[src/hdl/sfts_pkg.sv]
// ----------------------------------------------------------------------------
// sfts_pkg
// Shared types and constants of the SPI NOR flash transaction sequencer.
// ----------------------------------------------------------------------------
package sfts_pkg;

   // Sizes
   localparam int PAGE_BYTES        = 256;
   localparam int MAX_REQUEST_BYTES = 4096;
   localparam int PAGE_W            = $clog2(PAGE_BYTES);
   localparam int LEN_W             = 13;
   localparam int ADDR_W            = 24;
   localparam int OFFS_W            = 12;
   localparam int SLEN_W            = 9;

   // Host request codes
   localparam logic [2:0] CMD_READ     = 3'd0;
   localparam logic [2:0] CMD_ERASE    = 3'd1;
   localparam logic [2:0] CMD_ERASE_NB = 3'd2;
   localparam logic [2:0] CMD_WRITE    = 3'd3;
   localparam logic [2:0] CMD_UNPROT   = 3'd4;
   localparam logic [2:0] CMD_READ_ID  = 3'd5;

   // SPI NOR opcodes
   localparam logic [7:0] OP_READ    = 8'h03;
   localparam logic [7:0] OP_ERASE4K = 8'h20;
   localparam logic [7:0] OP_PROGRAM = 8'h02;
   localparam logic [7:0] OP_WRSR    = 8'h01;
   localparam logic [7:0] OP_JEDEC   = 8'h9F;

   // Bytes returned by the JEDEC ID read
   localparam logic [LEN_W-1:0] JEDEC_ID_BYTES = LEN_W'(3);

   typedef struct packed {
      logic [2:0]        cmd;
      logic [ADDR_W-1:0] flash_address;
      logic [LEN_W-1:0]  byte_count;
   } req_type;

   typedef struct packed {
      logic              poll_before;
      logic              enable_before;
      logic [7:0]        opcode;
      logic [ADDR_W-1:0] frame_address;
      logic              has_address;
      logic              send_zero_status;
      logic [SLEN_W-1:0] send_length;
      logic [LEN_W-1:0]  receive_length;
      logic [OFFS_W-1:0] buffer_offset;
      logic              poll_after;
      logic              last;
   } rsp_type;

   // Controller to datapath
   typedef struct packed {
      logic load;
      logic advance;
   } ctl_cmd_type;

   // Datapath to controller
   typedef struct packed {
      logic req_empty;
      logic desc_last;
   } ctl_sts_type;

endpackage

[src/hdl/sfts_ctrl.sv]
// ----------------------------------------------------------------------------
// sfts_ctrl
// Sequencer state machine: takes a request, then issues one descriptor per
// free output slot until the datapath flags the last one.
// ----------------------------------------------------------------------------
module sfts_ctrl (
   input  logic                 clock,
   input  logic                 reset,
   input  logic                 req_valid,
   output logic                 req_stall,
   output logic                 rsp_valid,
   input  logic                 rsp_stall,
   output sfts_pkg::ctl_cmd_type ctl_cmd,
   input  sfts_pkg::ctl_sts_type ctl_sts
);
   import sfts_pkg::*;

   typedef enum logic [1:0] {
      ST_IDLE = 2'b01,
      ST_RUN  = 2'b10
   } state_type;

   state_type state_ff, state_in;
   logic      rsp_valid_ff, rsp_valid_in;
   logic      out_free;

   // Output slot is free when empty or being taken this cycle
   assign out_free  = !rsp_valid_ff || !rsp_stall;
   assign req_stall = (state_ff != ST_IDLE);
   assign rsp_valid = rsp_valid_ff;

   // Next state and commands
   always_comb begin
      state_in        = state_ff;
      ctl_cmd.load    = 1'b0;
      ctl_cmd.advance = 1'b0;
      case (state_ff)
         ST_IDLE: begin
            ctl_cmd.load = req_valid;
            if (req_valid && !ctl_sts.req_empty) begin
               state_in = ST_RUN;
            end
         end
         ST_RUN: begin
            ctl_cmd.advance = out_free;
            if (out_free && ctl_sts.desc_last) begin
               state_in = ST_IDLE;
            end
         end
         default: begin
            state_in = ST_IDLE;
         end
      endcase
   end

   // Hold the result beat until taken
   always_comb begin
      if (ctl_cmd.advance) begin
         rsp_valid_in = 1'b1;
      end else if (rsp_stall) begin
         rsp_valid_in = rsp_valid_ff;
      end else begin
         rsp_valid_in = 1'b0;
      end
   end

   always_ff @(posedge clock) begin
      if (reset) begin
         state_ff     <= ST_IDLE;
         rsp_valid_ff <= 1'b0;
      end else begin
         state_ff     <= state_in;
         rsp_valid_ff <= rsp_valid_in;
      end
   end

endmodule

[src/hdl/sfts_dpath.sv]
// ----------------------------------------------------------------------------
// sfts_dpath
// Request registers, page chunking and the descriptor output register.
// ----------------------------------------------------------------------------
module sfts_dpath (
   input  logic                  clock,
   input  sfts_pkg::req_type     req_payload,
   output sfts_pkg::rsp_type     rsp_payload,
   input  sfts_pkg::ctl_cmd_type ctl_cmd,
   output sfts_pkg::ctl_sts_type ctl_sts
);
   import sfts_pkg::*;

   logic [2:0]        cmd_ff;
   logic [ADDR_W-1:0] addr_ff, addr_in;
   logic [LEN_W-1:0]  len_ff, len_in;
   logic [OFFS_W-1:0] offs_ff, offs_in;
   rsp_type           rsp_ff;
   rsp_type           desc;
   logic [LEN_W-1:0]  req_len;
   logic [PAGE_W:0]   page_rem;
   logic [LEN_W-1:0]  chunk;
   logic              req_empty;

   // Saturate the requested length
   always_comb begin
      if (req_payload.byte_count > LEN_W'(MAX_REQUEST_BYTES)) begin
         req_len = LEN_W'(MAX_REQUEST_BYTES);
      end else begin
         req_len = req_payload.byte_count;
      end
   end

   // Flag requests that expand to nothing
   always_comb begin
      case (req_payload.cmd)
         CMD_READ, CMD_WRITE:                  req_empty = (req_len == '0);
         CMD_ERASE, CMD_ERASE_NB, CMD_UNPROT,
         CMD_READ_ID:                          req_empty = 1'b0;
         default:                              req_empty = 1'b1;
      endcase
   end

   // Bytes up to the next page boundary, capped by what remains
   assign page_rem = (PAGE_W+1)'(PAGE_BYTES) - {1'b0, addr_ff[PAGE_W-1:0]};
   always_comb begin
      if (LEN_W'(page_rem) < len_ff) begin
         chunk = LEN_W'(page_rem);
      end else begin
         chunk = len_ff;
      end
   end

   // Build the current descriptor
   always_comb begin
      desc = '0;
      case (cmd_ff)
         CMD_READ: begin
            desc.poll_before    = 1'b1;
            desc.opcode         = OP_READ;
            desc.frame_address  = addr_ff;
            desc.has_address    = 1'b1;
            desc.receive_length = len_ff;
            desc.last           = 1'b1;
         end
         CMD_ERASE, CMD_ERASE_NB: begin
            desc.poll_before   = 1'b1;
            desc.enable_before = 1'b1;
            desc.opcode        = OP_ERASE4K;
            desc.frame_address = addr_ff;
            desc.has_address   = 1'b1;
            desc.poll_after    = (cmd_ff == CMD_ERASE);
            desc.last          = 1'b1;
         end
         CMD_WRITE: begin
            desc.poll_before   = 1'b1;
            desc.enable_before = 1'b1;
            desc.opcode        = OP_PROGRAM;
            desc.frame_address = addr_ff;
            desc.has_address   = 1'b1;
            desc.send_length   = SLEN_W'(chunk);
            desc.buffer_offset = offs_ff;
            desc.poll_after    = 1'b1;
            desc.last          = (len_ff == chunk);
         end
         CMD_UNPROT: begin
            desc.enable_before    = 1'b1;
            desc.opcode           = OP_WRSR;
            desc.send_zero_status = 1'b1;
            desc.poll_after       = 1'b1;
            desc.last             = 1'b1;
         end
         CMD_READ_ID: begin
            desc.opcode         = OP_JEDEC;
            desc.receive_length = JEDEC_ID_BYTES;
            desc.last           = 1'b1;
         end
         default: begin
            desc.last = 1'b1;
         end
      endcase
   end

   assign ctl_sts = '{req_empty: req_empty, desc_last: desc.last};

   // Load a new request or step past the chunk just issued
   always_comb begin
      addr_in = addr_ff;
      len_in  = len_ff;
      offs_in = offs_ff;
      if (ctl_cmd.load) begin
         addr_in = req_payload.flash_address;
         len_in  = req_len;
         offs_in = '0;
      end else if (ctl_cmd.advance) begin
         addr_in = addr_ff + ADDR_W'(chunk);
         len_in  = len_ff - chunk;
         offs_in = offs_ff + OFFS_W'(chunk);
      end
   end

   always_ff @(posedge clock) begin
      if (ctl_cmd.load) begin
         cmd_ff <= req_payload.cmd;
      end
      addr_ff <= addr_in;
      len_ff  <= len_in;
      offs_ff <= offs_in;
      if (ctl_cmd.advance) begin
         rsp_ff <= desc;
      end
   end

   assign rsp_payload = rsp_ff;

endmodule

[src/hdl/spi_flash_transaction_sequencer.sv]
// ----------------------------------------------------------------------------
// spi_flash_transaction_sequencer
// Expands host flash requests into SPI NOR transaction descriptors.
// ----------------------------------------------------------------------------
//   channel   direction  beat
//   req_      in         one host request (cmd, address, byte count)
//   rsp_      out        one transaction descriptor
//
// A request is taken, then a descriptor is issued whenever the output register
// is free, so a write of 4096 bytes that does not start on a page boundary
// expands to 17 descriptors, 16 when it does.
// req_stall stays high until the last descriptor is in the output register.
// A stall on rsp_ holds the output register and pauses the sequencer.
// Reset clears the state machine and the output valid only.
// ----------------------------------------------------------------------------
module spi_flash_transaction_sequencer (
   input  logic              clock,
   input  logic              reset,
   input  logic              req_valid,
   output logic              req_stall,
   input  sfts_pkg::req_type req_payload,
   output logic              rsp_valid,
   input  logic              rsp_stall,
   output sfts_pkg::rsp_type rsp_payload
);
   import sfts_pkg::*;

   ctl_cmd_type ctl_cmd;
   ctl_sts_type ctl_sts;

   sfts_ctrl u_ctrl (
      .clock     (clock),
      .reset     (reset),
      .req_valid (req_valid),
      .req_stall (req_stall),
      .rsp_valid (rsp_valid),
      .rsp_stall (rsp_stall),
      .ctl_cmd   (ctl_cmd),
      .ctl_sts   (ctl_sts)
   );

   sfts_dpath u_dpath (
      .clock       (clock),
      .req_payload (req_payload),
      .rsp_payload (rsp_payload),
      .ctl_cmd     (ctl_cmd),
      .ctl_sts     (ctl_sts)
   );

endmodule
[config.mk]
export PLATFORM = sky130hd
export DESIGN_NAME = spi_flash_transaction_sequencer
export DESIGN_NICKNAME = d
export VERILOG_FILES = /design/src/hdl/sfts_pkg.sv /design/src/hdl/sfts_ctrl.sv /design/src/hdl/sfts_dpath.sv /design/src/hdl/spi_flash_transaction_sequencer.sv
export SDC_FILE = /design/constraint.sdc
export NUM_CORES = 1
export LEC_CHECK = 0
export BUFFER_PORTS_ARGS = -buffer_cell sky130_fd_sc_hd__buf_2
export CAP_MARGIN = 30
export CORE_ASPECT_RATIO = 0.8
export CORE_MARGIN = 1.5
export CORE_UTILIZATION = 42
export DETAILED_ROUTE_END_ITERATION = 8
export PLACE_DENSITY = 0.72
export SETUP_SLACK_MARGIN = 0.05
export SLEW_MARGIN = 20
export SYNTH_ARGS = -nofsm -noshare
export SYNTH_HDL_FRONTEND = slang
export SYNTH_SLANG_ARGS = --single-unit
[constraint.sdc]
create_clock -name clock -period 14.65 [get_ports clock]
set_clock_uncertainty 0.05 [all_clocks]
set_input_delay 1.465 -clock clock [delete_from_list [all_inputs] [get_ports clock]]
set_output_delay 1.465 -clock clock [all_outputs]
set_load 0.02 [all_outputs]
# After elaboration in Yosys (flattened, before gate mapping)
# Index checks and enable logic that the tools add are counted.
dict set report classes {
  addsub 4
  magnitude_cmp 2
  eq_ne 17
  mux 22
  n_reduce_logical 17
}
# operator count
set op_table {}
lappend op_table {{$mux 13} 4}
lappend op_table {{$mux 24} 2}
lappend op_table {{$pmux 8 s5} 1}
lappend op_table {{$pmux 13 s2} 1}
lappend op_table {{$add 24x13->24} 1}
lappend op_table {{$eq 13x13->1} 1}
lappend op_table {{$gt 13x13->1 const B} 1}
lappend op_table {{$logic_not 13->1} 1}
lappend op_table {{$lt 9x13->1} 1}
lappend op_table {{$sub 13x13->13} 1}
lappend op_table {{$add 12x12->12} 1}
lappend op_table {{$eq 3x2->1 const B} 4}
lappend op_table {{$eq 3x3->1 const B} 4}
lappend op_table {{$reduce_or 4->1} 3}
lappend op_table {{$mux 1} 9}
lappend op_table {{$sub 9x8->9 const A} 1}
lappend op_table {{$ne 2x1->1 const B} 4}
lappend op_table {{$eq 3x1->1 const B} 2}
lappend op_table {{$logic_not 3->1} 2}
lappend op_table {{$reduce_or 2->1} 3}
lappend op_table {{$mux 2} 2}
lappend op_table {{$pmux 1 s2} 2}
lappend op_table {{$pmux 2 s2} 1}
lappend op_table {{$logic_not 1->1} 3}
lappend op_table {{6 further kinds} 7}
dict set report word_totals {
  register_bits 127
  input_bits 44
}

# Depth between registers and ports, before layout
# Gate-level depths: netlist (run 1).
dict set report logic_depth {
  word_depth 8
  depth_mapped 20
  ltp_nobuf 20
}

# Hierarchy
# From an unflattened synthesis (run 1), not the netlist that was laid out.
dict set report hier_totals {
  cells_unflattened 656
  hier_area_um2 7039.3
}
# module instances cells_each area_each_um2
set by_module_without_submodules {}
lappend by_module_without_submodules {sfts_dpath 1 641 6891.6}
lappend by_module_without_submodules {sfts_ctrl 1 15 147.6}

# Least setup slack after synthesis (run 1)
# OpenSTA, ideal clock, no wires.
dict set report synth_path {
  path_kind {in2reg}
  start {in rsp_stall}
  end {reg u_dpath.addr_ff[0], enable pin}
  setup_time_ns 0.434
  arrival_time_ns 4.511
  t_required_ns 14.166
  path_slack_ns 9.654
  cell_stages 6
  path_buffers 1
  path_cell_list {nand2_1 -> nand2b_1 -> buf_2 -> clkinv_1 -> nor2_2 -> inv_1}
}
# item line_no
set synth_lines {}
lappend synth_lines {{from (decl)} spi_flash_transaction_sequencer.sv:23} ;# input logic rsp_stall,
lappend synth_lines {{to (signal assigned)} sfts_dpath.sv:126} ;# addr_ff <= addr_in;
lappend synth_lines {{to (decl)} sfts_dpath.sv:15} ;# logic [ADDR_W-1:0] addr_ff, addr_in;

# Final worst setup path (run 1)
dict set report layout_path {
  start {reg u_dpath.addr_ff[3]}
  end {reg u_dpath.addr_ff[14] (data pin)}
}
dict set report layout_between {
  elab_chain_cells 6
}
# item line_no
set layout_rtl {}
lappend layout_rtl {{$sub 9x8->9} sfts_dpath.sv:45} ;# assign page_rem = (PAGE_W+1)'(PAGE_BYTES) - {1'b0, addr_ff[PAGE_W-1:0]};
lappend layout_rtl {{$lt 9x13->1} sfts_dpath.sv:47} ;# if (LEN_W'(page_rem) < len_ff) begin
lappend layout_rtl {{$mux 13} sfts_dpath.sv:47}
lappend layout_rtl {{net u_dpath.chunk[0]} sfts_dpath.sv:22} ;# logic [LEN_W-1:0] chunk;
lappend layout_rtl {{$add 24x13->24} sfts_dpath.sv:116} ;# addr_in = addr_ff + ADDR_W'(chunk);
lappend layout_rtl {{$mux 24} sfts_dpath.sv:115} ;# end else if (ctl_cmd.advance) begin
lappend layout_rtl {{$mux 24} sfts_dpath.sv:111} ;# if (ctl_cmd.load) begin
lappend layout_rtl {{net u_dpath.addr_in[14]} sfts_dpath.sv:15}
# The timed path passes the listed nets, and every way through them passes these cells. The select of a mux whose other input is x is not followed.
# A chain may end at the register's enable or synchronous reset.

==> flow_metrics.tcl, run 1 <==
set metrics [dict create \
    synth-edff-count 107 \
    required_ns 14.73 \
    nNetsFinal 883 \
    setup_tns_ns 0 \
    p_leak_nw 3.40 \
    avgSynthCellArea_um2 10.4 \
    ios 118 \
    drtPass1Iterations 4 \
    setup.worst_path.start_class "register" \
    insertion_delay_ns 0.42 \
    tightest_slew_ns 0.807 \
    final_cells 1027 \
    min_period_ns 5.34 \
    p_per_area_nw_per_um2 183 \
    max_freq_mhz 187 \
    hold_viol 0 \
    critical_path.top_delay_family "compound AO/OA/AOI/OAI gates" \
    postCtsHoldBufs 0 \
    cts_tree "done" \
    gp_congestion 0.887 \
    relSlewSlack 0.462 \
    whs_ns 0.434 \
    die_h_um 118 \
    htree_levels 4 \
    setup_violations 0 \
    rows 42 \
    final_cell_mix "buf_2, edfxtp_1, nand2_1" \
    cts-root-buf "clkbuf_16" \
    slowest_stage "a2111oi_0" \
    track_usage 0.195 \
    worst-setup-path-type "register to register" \
    numPlacedInstances 994 \
    overflow 0 \
    drive_gt1_frac 0.208 \
    drc_errors 0 \
    finalMaxSlewViolations 0 \
    mostFrequentLayoutCell "buf_2" \
    vias_per_cell 5.31 \
    cap_violations 0 \
    path_cells "or3_1 > nor3_1 > xnor2_1 > ha_1 > a21oi_1 > nor2b_1 > a2111oi_0 > o21ai_1 > nand3_1 > nand2_1 > ha_1 > fa_1 > a211o_1 > a211o_2 > a21oi_2 > o21ai_0 > xnor2_1 > a21oi_1" \
    synthFlopType "edfxtp_1" \
    post-route-util 0.507 \
    slowest_delay_ns 0.50 \
    ys_types 63 \
    ir_worst_vdd_uv 84.6 \
    critical_path.max_fanout 9 \
    n_antenna_cell 0 \
    met3_usage 0.0552 \
    numCtsBuffers 17 \
    status "finished clean" \
    wl_mm 16.5 \
    critPathBufInv 0 \
    synth_cells 674 \
    port_buffers 116 \
    synth-warning-count 0 \
    ys_async_sr_fraction 0 \
    core_um2 16400 \
    met1_usage 0.275 \
    top_usage_layer "met2" \
    clk_pin_slew_worst_paths_ns 0.05 \
    dieArea_um2 17500 \
    syn_area_um2 7000 \
    worstPathArrival_ns 5.42 \
    synth_seq_cells 122 \
    fin_crit_sh 0.364 \
    wl_per_cell_um 16.0 \
    drt_iter0_drc 343 \
    grt_pass1_wl_mm 26.1 \
    initial_core_util 0.426 \
    cts_resized 0 \
    clock_sinks 122 \
    postCtsSetupBuffers 0 \
    grt_pass1_vias 5083 \
    hp-class "register to register" \
    worstSetupEndpointType "register" \
    area_delta_synth_final_pct 19.1 \
    grt_start_max_net_pins 76 \
    dp_hpwl_mm 11.6 \
    rsz0062_at_grt "false" \
    use_met2 0.287 \
    nFillCells 1513 \
    synth_sequential_area_ratio 0.502 \
    vias 5458 \
    cts_max_path_buffers 2 \
    ant_nets 0 \
    die_w_um 147 \
    antenna_found_initial 1 \
]
==> stage by stage <==
step / total power, mW / worst slack, ns / cell area [um^2]
detailed placement: 1.14 / 9.38 / 7790
CTS: 1.52 / 9.34 / 8310
floorplan: 0.993 / 9.65 / 7020
global placement: 1.13 / 9.57 / 7790
global route: 1.63 / 8.90 / 8340
finish: 1.53 / 9.31 / 8340
==> worst reg2reg max path: cells and delay by family, from the launching register on <==
kind                     cells  cell delay (ns)
flip-flops                   1             0.46
XOR/XNOR                     2             0.36
adder cells (fa/ha/maj)      3             0.95
AND/OR/NAND/NOR              5             1.00
AO/OA/AOI/OAI                8             2.22
==> final timing paths <==
check / start / end / slack [ns] / cells after the start
worst max-delay path: u_dpath.addr_ff[3] / u_dpath.addr_ff[14] / 9.31 / 18
worst min-delay path: u_dpath.offs_ff[11] / u_dpath.offs_ff[11] / 0.43 / 2
worst max register to register: u_dpath.addr_ff[3] / u_dpath.addr_ff[14] / 9.31 / 18
worst min register to register: u_dpath.offs_ff[11] / u_dpath.offs_ff[11] / 0.43 / 2
==> layout make-up <==
cell class	instances	area [um^2]	share of cell area
Timing Repair Buffer	122	646	0.0775
Multi-Input combinational cell	509	3300	0.396
Sequential cell	122	3510	0.421
Tap cell	220	275	0.0330
Inverter	22	82.6	0.00991
Clock inverter	10	77.6	0.00931
Clock buffer	22	444	0.0533
==> metal layers <==
metal	routed length [um]	vias up	share of wire
met5	0	-	0
met4	213	0	0.013
met3	1080	22	0.065
met2	7070	180	0.43
met1	8120	2555	0.49
li1	-	2701	-
==> state kept, by name, indices dropped and copies added (netlist names) <==
name	count
u_dpath.offs_ff	12
u_dpath.len_ff	13
u_ctrl.rsp_valid	1
u_ctrl.state_ff	2
u_dpath.addr_ff	24
u_dpath.cmd_ff	3
u_dpath.rsp_payload	67
==> power breakdown <==
| group | internal [mW] | switching, mW | leakage (nW) | total (mW) |
|---|---|---|---|---|
| sequential | 0.443 | 0.0438 | 1.13 | 0.487 |
| combinational | 0.277 | 0.385 | 2.02 | 0.662 |
| clock | 0.230 | 0.147 | 0.253 | 0.377 |
| total | 0.950 | 0.576 | 3.40 | 1.53 |
==> kinds of logic (layout without fill, tap and decap cells) <==
| family | Yosys count | count (layout) | synth area share |
|---|---|---|---|
| AO/OA/AOI/OAI | 165 | 165 | 0.151 |
| XOR/XNOR | 31 | 31 | 0.0388 |
| adder cells (fa/ha/maj) | 45 | 45 | 0.0836 |
| buffers and inverters | 49 | 176 | 0.0304 |
| flip-flops | 122 | 122 | 0.502 |
| multiplexers | 6 | 6 | 0.00876 |
| other | 1 | 7 | 0.000536 |
| AND/OR/NAND/NOR | 255 | 255 | 0.185 |
==> cell usage after synthesis (8+ instances only) <==
cell type | instances | area share
edfxtp_1 | 107 | 0.46
nand2_1 | 65 | 0.035
a21oi_1 | 49 | 0.035
nor2_1 | 44 | 0.024
o21ai_0 | 43 | 0.031
ha_1 | 42 | 0.075
nand3_1 | 25 | 0.018
nor2b_1 | 25 | 0.022
and2_1 | 24 | 0.021
inv_1 | 21 | 0.011
xor2_1 | 20 | 0.025
nor3_1 | 16 | 0.011
dfxtp_1 | 15 | 0.043
clkbuf_1 | 14 | 0.0075
and3_1 | 13 | 0.012
a21o_1 | 12 | 0.013
o21a_1 | 11 | 0.012
xnor2_1 | 11 | 0.014
nand3b_1 | 8 | 0.0086
o31ai_1 | 8 | 0.0086
or2_2 | 8 | 0.0071
or3_1 | 8 | 0.0071
(Power assumes the default switching activity.)
==> run 2, diff against run 1 <==
Settings changed: PLACE_DENSITY 0.72 to 0.74.
Clock period 14.65 ns to 4.4 ns, I/O delays scaled along.
==> run 2 against run 1 <==
Effect of this change: the run now ends with negative setup slack left; non-clock buffer count grew 72; via count up 7.5%; clock-buffer cell count is 3 lower; critical path depth up 2; register-to-register slack got worse by 9.4 ns; first-iteration DRC count increased by 69%; total power rose to 4.3 times the previous value; design area increased by 13%; maximum frequency increased by 19%; sequential share of layout area is 4.9 points lower; largest power group unchanged.
==> flow_metrics.tcl, run 2 (same netlist as run 1, synthesis figures left out) <==
set metrics [dict create \
    status "complete, but fails checks" \
    violations "negative setup slack" \
    rows 42 \
    clock_sinks 122 \
    worst-setup-path-type "register to register" \
    core_um2 16400 \
    drtPass1Iterations 5 \
    required_ns 4.48 \
    setup_tns_ns -0.309 \
    drive_gt1_frac 0.349 \
    rsz0062_at_grt "true" \
    drc_errors 0 \
    worstSetupEndpointType "register" \
    post-route-util 0.574 \
    n_antenna_cell 0 \
    die_h_um 118 \
    tightest_slew_ns 0.766 \
    critical_path.max_fanout 3 \
    vias 5870 \
    grt_start_max_net_pins 53 \
    vias_per_cell 5.34 \
    relSlewSlack 0.489 \
    drt_iter0_drc 580 \
    wl_met1_mm 9.23 \
    numCtsBuffers 17 \
    track_usage 0.214 \
    dieArea_um2 17500 \
    place_ws_ns -0.157 \
    final_cell_mix "buf_2, edfxtp_1, buf_4" \
    min_period_ns 4.49 \
    worstPathArrival_ns 4.57 \
    p_leak_nw 3.87 \
    ir_worst_vdd_uv 382 \
    nNetsFinal 955 \
    nFillCells 1371 \
    worst_slack_ns -0.0873 \
    initial_core_util 0.426 \
    postCtsHoldBufs 0 \
    ant_nets 0 \
    cap_violations 0 \
    die_w_um 147 \
    wl_met3_mm 1.15 \
    layout.area.seq_um2 3510 \
    antenna_found_initial 0 \
    fin_crit_sh 1.02 \
    clk_pin_slew_worst_paths_ns 0.06 \
    wl_met2_mm 7.99 \
    cts-root-buf "clkbuf_16" \
    p_per_area_nw_per_um2 689 \
    max_freq_mhz 223 \
    hold_viol 0 \
    power_mw 6.50 \
    cts_tree "done" \
    insertion_delay_ns 0.43 \
    grt_pass1_vias 5371 \
    gp_congestion 0.959 \
    dp_hpwl_mm 12.9 \
    port_buffers 116 \
    setup.worst_path.start_class "register" \
    ios 118 \
    overflow 0 \
    finalMaxSlewViolations 0 \
    hp-class "input pin to register" \
    whs_ns 0.150 \
    area_delta_synth_final_pct 34.8 \
    wl_mm 18.5 \
    htree_levels 4 \
    grt_pass1_wl_mm 28.5 \
    multi_input_area_um2 3710 \
    mostFrequentLayoutCell "buf_2" \
    cts_max_path_buffers 2 \
    setup_violations 7 \
    wl_per_cell_um 16.9 \
    largest_reg_flops 67 \
    highest_layer "met4" \
]
[run 2: cell types whose count changed in the layout (fill, tap and decap cells not counted), moves of 8 or more]
cell     change
o21ai_0     -15
ha_4         +9
o21ai_2      +8
buf_4       +63
buf_6        +9
ha_1        -11
[run 2: report_power, final]
part | leakage [nW] | switching (mW) | internal [mW]
Sequential | 1.13 | 0.137 | 1.47
Combinational | 2.42 | 1.71 | 1.61
Clock | 0.318 | 0.515 | 1.06
[run 2: layout make-up]
class	instances	share of cell area
timing repair buffer	194	0.127
inverter	22	0.00875
sequential	122	0.372
multi-input combinational	509	0.393
tap	220	0.0292
clock buffer	19	0.0459
clock inverter	13	0.0237
[run 2: critical path, stage by stage (launching register included)]
cell,delay (ns)
edfxtp_1,0.39
or3_4,0.43
nor3_4,0.16
xnor2_2,0.10
ha_1,0.33
a21oi_2,0.19
nor2b_4,0.06
a2111oi_4,0.24
o21ai_2,0.14
nand3_2,0.13
nand2_4,0.08
buf_6,0.13
ha_4,0.15
fa_2,0.33
a211o_1,0.28
a211o_2,0.32
a21oi_4,0.21
buf_6,0.14
o21ai_4,0.07
xnor2_1,0.16
a21oi_1,0.09
[run 2: worst paths after layout]
path                        from                  end  slack, ns  depth (start not counted)
max           u_dpath.addr_ff[2]  u_dpath.addr_ff[14]      -0.09                         20
min                        reset   u_ctrl.state_ff[1]       0.15                          2
max reg2reg   u_dpath.addr_ff[2]  u_dpath.addr_ff[14]      -0.09                         20
min reg2reg  u_dpath.offs_ff[11]  u_dpath.offs_ff[11]       0.42                          1
[run 2: repair_timing]
item	4_1_cts	5_1_grt
pin swaps	7	31
endpoints found under the setup margin	22	29
resized for setup	31	66
setup buffers	3	12
[run 2: through the flow]
step / std cells / cell area (um^2)
finish: 1099 / 9440
global route: 1099 / 9440
CTS: 1086 / 9040
detailed placement: 1051 / 8250
global placement: 1051 / 8250
floorplan: 680 / 7050
[run 2: metal layers]
layer | track usage | vias to the layer above
li1 | - | 2865
met1 | 0.321 | 2776
met2 | 0.297 | 212
met3 | 0.0598 | 17
met4 | 0.0606 | 0
met5 | 0 | -
